### src/sv/sal_pkg.sv
// Shared types and constants of the source address learning table.
// No dependencies; used by the interfaces, the cell, the top level and the checker.
`default_nettype none

package sal_pkg;

  localparam int DEF_TABLE_ENTRIES   = 64;
  localparam int DEF_SWITCH_ID_WIDTH = 8;

  localparam int SWITCH_ID_W     = 8;
  localparam int MAC_W           = 48;
  localparam int IP_W            = 64;
  localparam int IPV4_W          = 32;
  localparam int PORT_W          = 32;
  localparam int OUTCOME_W       = 3;
  localparam int ENTRY_INDEX_W   = 6;
  localparam int CLEARED_COUNT_W = 7;

  localparam logic MODE_LEARN  = 1'b0;
  localparam logic MODE_FORGET = 1'b1;
  localparam logic FAM_IPV4    = 1'b0;
  localparam logic FAM_IPV6    = 1'b1;

  typedef enum logic [OUTCOME_W-1:0] {
    OUT_INSERTED = 3'd0,
    OUT_UPDATED  = 3'd1,
    OUT_FULL     = 3'd2,
    OUT_SKIPPED  = 3'd3,
    OUT_CLEARED  = 3'd4
  } outcome_t;

  // lookup key broadcast to every cell (switch id travels separately)
  typedef struct packed {
    logic             forget;
    logic             fam;
    logic [MAC_W-1:0] mac;
  } sal_key_t;

  // search token handed from cell to cell
  typedef struct packed {
    logic active;
    logic hit;
    logic free;
  } sal_tok_t;

  // slot write broadcast at the end of a learn search
  typedef struct packed {
    logic              en;
    logic              insert;
    logic [IP_W-1:0]   ip;
    logic [PORT_W-1:0] port;
  } sal_wr_t;

endpackage

`default_nettype wire

### src/sv/sal_cell.sv
// One table slot: stored entry, local key compare and one stage of the search chain.
// Depends on sal_pkg.
`default_nettype none

module sal_cell #(
  parameter int               IDX_W = 6,
  parameter int               CNT_W = 7,
  parameter int               SW_W  = 8,
  parameter logic [IDX_W-1:0] INDEX = '0
) (
  input  wire logic                          clk,
  input  wire logic                          rst_n,
  input  wire sal_pkg::sal_key_t             key_i,
  input  wire logic [SW_W-1:0]               sw_i,
  input  wire sal_pkg::sal_tok_t             tok_i,
  input  wire logic [IDX_W-1:0]              idx_i,
  input  wire logic [CNT_W-1:0]              cnt_i,
  output sal_pkg::sal_tok_t                  tok_o,
  output logic [IDX_W-1:0]                   idx_o,
  output logic [CNT_W-1:0]                   cnt_o,
  input  wire sal_pkg::sal_wr_t              wr_i,
  input  wire logic [IDX_W-1:0]              wr_idx_i
);

  logic                           valid_r;
  logic [SW_W-1:0]                sw_r;
  logic                           fam_r;
  logic [sal_pkg::MAC_W-1:0]      mac_r;
  logic [sal_pkg::IP_W-1:0]       ip_r;
  logic [sal_pkg::PORT_W-1:0]     port_r;

  sal_pkg::sal_tok_t              tok_r, tok_nxt;
  logic [IDX_W-1:0]               idx_r, idx_nxt;
  logic [CNT_W-1:0]               cnt_r, cnt_nxt;

  logic match_sw, match_key, clr, wr_sel;

  assign match_sw  = valid_r && (sw_r == sw_i);
  assign match_key = match_sw && (fam_r == key_i.fam) && (mac_r == key_i.mac);
  assign wr_sel    = wr_i.en && (wr_idx_i == INDEX);

  always_comb begin
    tok_nxt = tok_i;
    idx_nxt = idx_i;
    cnt_nxt = cnt_i;
    clr     = 1'b0;
    if (tok_i.active) begin
      if (key_i.forget) begin
        if (match_sw) begin
          clr     = 1'b1;
          cnt_nxt = cnt_i + 1'b1;
        end
      end else if (!tok_i.hit && match_key) begin
        // a hit overrides any free slot seen earlier
        tok_nxt.hit = 1'b1;
        idx_nxt     = INDEX;
      end else if (!tok_i.hit && !tok_i.free && !valid_r) begin
        tok_nxt.free = 1'b1;
        idx_nxt      = INDEX;
      end
    end
  end

  always_ff @(posedge clk) begin
    if (!rst_n) begin
      tok_r.active <= 1'b0;
    end else begin
      tok_r.active <= tok_nxt.active;
    end
    tok_r.hit  <= tok_nxt.hit;
    tok_r.free <= tok_nxt.free;
    idx_r      <= idx_nxt;
    cnt_r      <= cnt_nxt;
  end

  always_ff @(posedge clk) begin
    if (!rst_n) begin
      valid_r <= 1'b0;
    end else if (clr) begin
      valid_r <= 1'b0;
    end else if (wr_sel && wr_i.insert) begin
      valid_r <= 1'b1;
    end
  end

  always_ff @(posedge clk) begin
    if (wr_sel) begin
      if (wr_i.insert) begin
        sw_r  <= sw_i;
        fam_r <= key_i.fam;
        mac_r <= key_i.mac;
      end
      ip_r   <= wr_i.ip;
      port_r <= wr_i.port;
    end
  end

  assign tok_o = tok_r;
  assign idx_o = idx_r;
  assign cnt_o = cnt_r;

endmodule

`default_nettype wire

### config.mk
export PLATFORM = sky130hd
export DESIGN_NAME = sal_cell
export DESIGN_NICKNAME = d
export VERILOG_FILES = /design/src/sv/sal_pkg.sv /design/src/sv/sal_cell.sv
export SDC_FILE = /design/constraint.sdc
export NUM_CORES = 1
export LEC_CHECK = 0
export BUFFER_PORTS_ARGS = -buffer_cell sky130_fd_sc_hd__buf_4
export CAP_MARGIN = 15
export CORE_MARGIN = 10
export CORE_UTILIZATION = 42
export DETAILED_ROUTE_END_ITERATION = 10
export PLACE_DENSITY = 0.8
export SLEW_MARGIN = 20
export SYNTH_ARGS = -nofsm -noshare
export SYNTH_HDL_FRONTEND = slang
export SYNTH_SLANG_ARGS = --single-unit
### constraint.sdc
create_clock -name clk -period 8.8 [get_ports clk]
set_clock_uncertainty 0.05 [all_clocks]
set_input_delay 1.32 -clock clk [delete_from_list [all_inputs] [get_ports clk]]
set_output_delay 1.32 -clock clk [all_outputs]
set_load 0.005 [all_outputs]
# Word level (Yosys, flattened, before mapping)
# Cells that the tools add are included.
# word_totals
reg_bits	74
in_bits	180
out_inout_bits	16
wordCells	43
# classes
addsub	1
n_eq_ne	3
muxes	15
n_bitwise	1
n_reduce_logical	14
# ops
op	n
$eq A48 B48 Y1	1
$mux W6	4
$mux W7	3
$eq A8 B8 Y1	1
$logic_and A1 B1 Y1	8
$add A7 B1 Y7 const B	1
$logic_not A6 Y1	1
$mux W1	6
$mux W2	2
$logic_not A1 Y1	3
$reduce_and A2 Y1	1
$reduce_or A2 Y1	1
$eq A1 B1 Y1	1
$not A1 Y1	1

# Depth between registers and ports, before layout
# depth
word_depth	8
mapped_depth	6
depth_no_buf	5

# Worst setup path after synthesis
# No wires, ideal clock.
# synth_path
path_kind	in2reg
start	input port wr_idx_i[1]
end	register fam_r (enable)
setup_ns	0.621
arrival_ns	7.298
required_ns	8.129
path_slack_ns	0.830
path_stages	2
path_buffers	0
cell_sequence	or4_1 nor4_1
# synth_between
elab_chain_cells	3
# synth_rtl
element	line_no	text
start: declaration	sal_cell.sv:22	input wire logic [IDX_W-1:0] wr_idx_i
$logic_not A6 Y1	sal_cell.sv:40	assign wr_sel = wr_i.en && (wr_idx_i == INDEX);
$logic_and A1 B1 Y1	sal_cell.sv:40	
$reduce_and A2 Y1 (no source line)	n/a	
end signal: assignment	sal_cell.sv:90	fam_r <= key_i.fam;
end: declaration	sal_cell.sv:27	logic fam_r;
# Every way passes these cells.
# A chain may end at the register's enable or synchronous reset.

# Worst setup path after layout
# layout_path
start	input port wr_idx_i[1]
end	register mac_r[23] in the netlist's numbering (enable)
# layout_between
elab_chain_cells	3
# layout_rtl
element	line_no	text
$logic_not A6 Y1	sal_cell.sv:40	
$logic_and A1 B1 Y1	sal_cell.sv:40	
$reduce_and A2 Y1 (no source line)	n/a	
end signal: assignment	sal_cell.sv:91	mac_r <= key_i.mac;
end: declaration	sal_cell.sv:28	logic [sal_pkg::MAC_W-1:0] mac_r;
# Every way passes these cells.

==> results.cfg <==
[placed_design]
io_buffers = 99
gpl.final_weighted_congestion = 0.7725
dp_hpwl_um = 5087

[final_layout]
n_antenna_cell = 0
drive_gt1_share_pct = 38.71
final_nets = 486
syn2layout_area_growth_pct = 37.85

[timing]
slew_violations = 0
maxSlewHeadroom_pct = 31.97
max_freq_mhz = 352.7
setup_viol = 0
hold_slack_ns = 0.4393
rsz0062_at_grt = no
fin_setup_tns_ns = 0
tightest_slew_ns = 1.011
fin_crit_sh_pct = 32.22
hold_viol_final = 0
period_minus_slack_ns = 2.836

[drt]
drcViolationCount = 0
drtAntennaViolNets = 0
drt-pass1-iter-count = 4
wl_per_cell_um = 15.96
vias_per_cell = 4.680
num_vias = 1900
drtIter0Drc = 41
routed_wl_um = 6479

[yosys]
ys_top_cells_by_count = edfxtp_1, xor2_1, dfxtp_1
syn_nets = 376
synth_area_um2 = 2972
synthTopCellsByArea = edfxtp_1, xor2_1, dfxtp_1
ys_ff_latch = 74
synth-main-ff-cell = edfxtp_1
ys_warn_count = 0
synth_edf_count = 57
synthCells = 195
avgSynthCellArea_um2 = 15.24
synth_cell_types = 24
synth-seq-area-share_pct = 69.05
synth_top_area_share_pct = 57.60
synth_top_area_cell = edfxtp_1
synthArstFlopShare_pct = 0
synth.most_common_cell = edfxtp_1

[clock_network]
post-cts-setup-buffers = 0
cts_root_buf = clkbuf_8
cts.sinks = 74
cts.clk_slew.worst_paths_ns = 0.07
cts_buffers = 9
clk_path_buf_depth = 2
clock_latency_ns = 0.34
post_cts_resized = 0
cts_tree = done
htree_num_levels = 3
hold_buffers = 0

[worst_setup_path]
worst_ep_required_time_ns = 8.72
end_kind = flip-flop
critical_path_class = in2reg
crit_fanout = 58
start_kind = input port
cp.arrival_ns = 2.76

[floorplanning]
fp.coreArea_um2 = 6832
die_h_um = 104.1
rows = 30
dieArea_um2 = 10840
ioPinCount = 196
die_w_um = 104.1
initial_core_util_pct = 43.50

[power]
p_leak_uw = 0.001629
vdd.ir_drop.worst_mv = 0.1012
powerDensity_nw_per_um2 = 184.5

[global_routing]
grt_use_total_pct = 12.25
grt_pass1_wl_um = 10580
grt_max_degree = 59
antenna_found_initial = 0
grt.overflow.total = 0
grt_pass1_vias = 2113

[worst_hold_path]
hold_class = reg2reg

[status]
status = complete, no violations

[run]
drv_cap = 0
## worst max-delay path: stages
cell	delay (ns)
buf_4	0.11
or4_1	0.54
nor4_2	0.14
buf_4	0.61
## state kept, by name, summed over array words and instances, names as in the netlist
register  cells
cnt_o         7
fam_r         1
idx_o         6
mac_r        48
sw_r          8
tok_o         3
valid_r       1
## final timing paths
path	start	end	slack (ns)	cells after the start
worst max-delay path	wr_idx_i[1]	mac_r[23]	5.96	4
worst min-delay path	valid_r	tok_o[0]	0.44	1
worst max register to register	sw_r[3]	idx_o[5]	6.78	4
worst min register to register	valid_r	tok_o[0]	0.44	1
## through the flow
stage / total power [uW] / utilization [%] / setup WS [ns] / instance area, um^2 / std cells
floorplan: 406.7 / - / 0.8305 / 2972 / 195
global placement: 450.1 / 56.28 / 5.638 / 3845 / 390
detailed placement: 452.3 / 56.28 / 5.591 / 3845 / 390
CTS: 764.7 / 59.96 / 5.963 / 4096 / 406
global route: 787.2 / 59.96 / 5.903 / 4096 / 406
finish: 755.9 / 59.96 / 5.964 / 4096 / 406
## routing by layer
metal	routed length (um)	track usage (%)	vias to the layer above
li1	-	-	935
met1	2538	13.51	893
met2	3303	19.86	62
met3	494	5.390	10
met4	142	5.666	0
met5	0	0	-
## cells in the final DEF, fill, tap and decap left out, types with 2 or more instances in the layout
cell type and n:
nand3_1 6, nor3_1 2, clkbuf_16 3, inv_1 2, edfxtp_1 57, a21oi_1 6, and4_1 2, nor4_1 11
xor2_1 48, dfxtp_1 17, nor4_2 2, buf_4 100, clkbuf_8 10, nand4_1 5, nand2_1 10, xnor2_1 15
nor4_4 2
## kinds of logic (layout without fill, tap and decap cells)
logic type,count (synthesis),count (layout),synth area share [%]
DFF,74,74,69.05
xor gates and xnor gates,63,63,18.57
and+or+nand+nor,44,44,9.432
AOI/OAI and AO/OA,9,9,1.768
buffers and inverters,3,118,0.3789
adders and majority gates,1,1,0.4210
muxes,1,1,0.3789
## where the power goes
| part | total [uW] | internal [uW] | switching, uW |
|---|---|---|---|
| sequential | 382 | 380 | 1.46 |
| clock | 312 | 190 | 122 |
| combinational | 61.6 | 38.4 | 23.1 |
## final cells by class
cell class	instances	area [um^2]
Clock buffer	14	216.5
Sequential cell	74	2052
Timing Repair Buffer	100	750.7
Inverter	2	7.507
Clock inverter	2	35.03
Multi-Input combinational cell	118	914.6
Fill cell	573	2735
Tap cell	96	120.1
No activity file was read; power rests on OpenSTA's default activity.
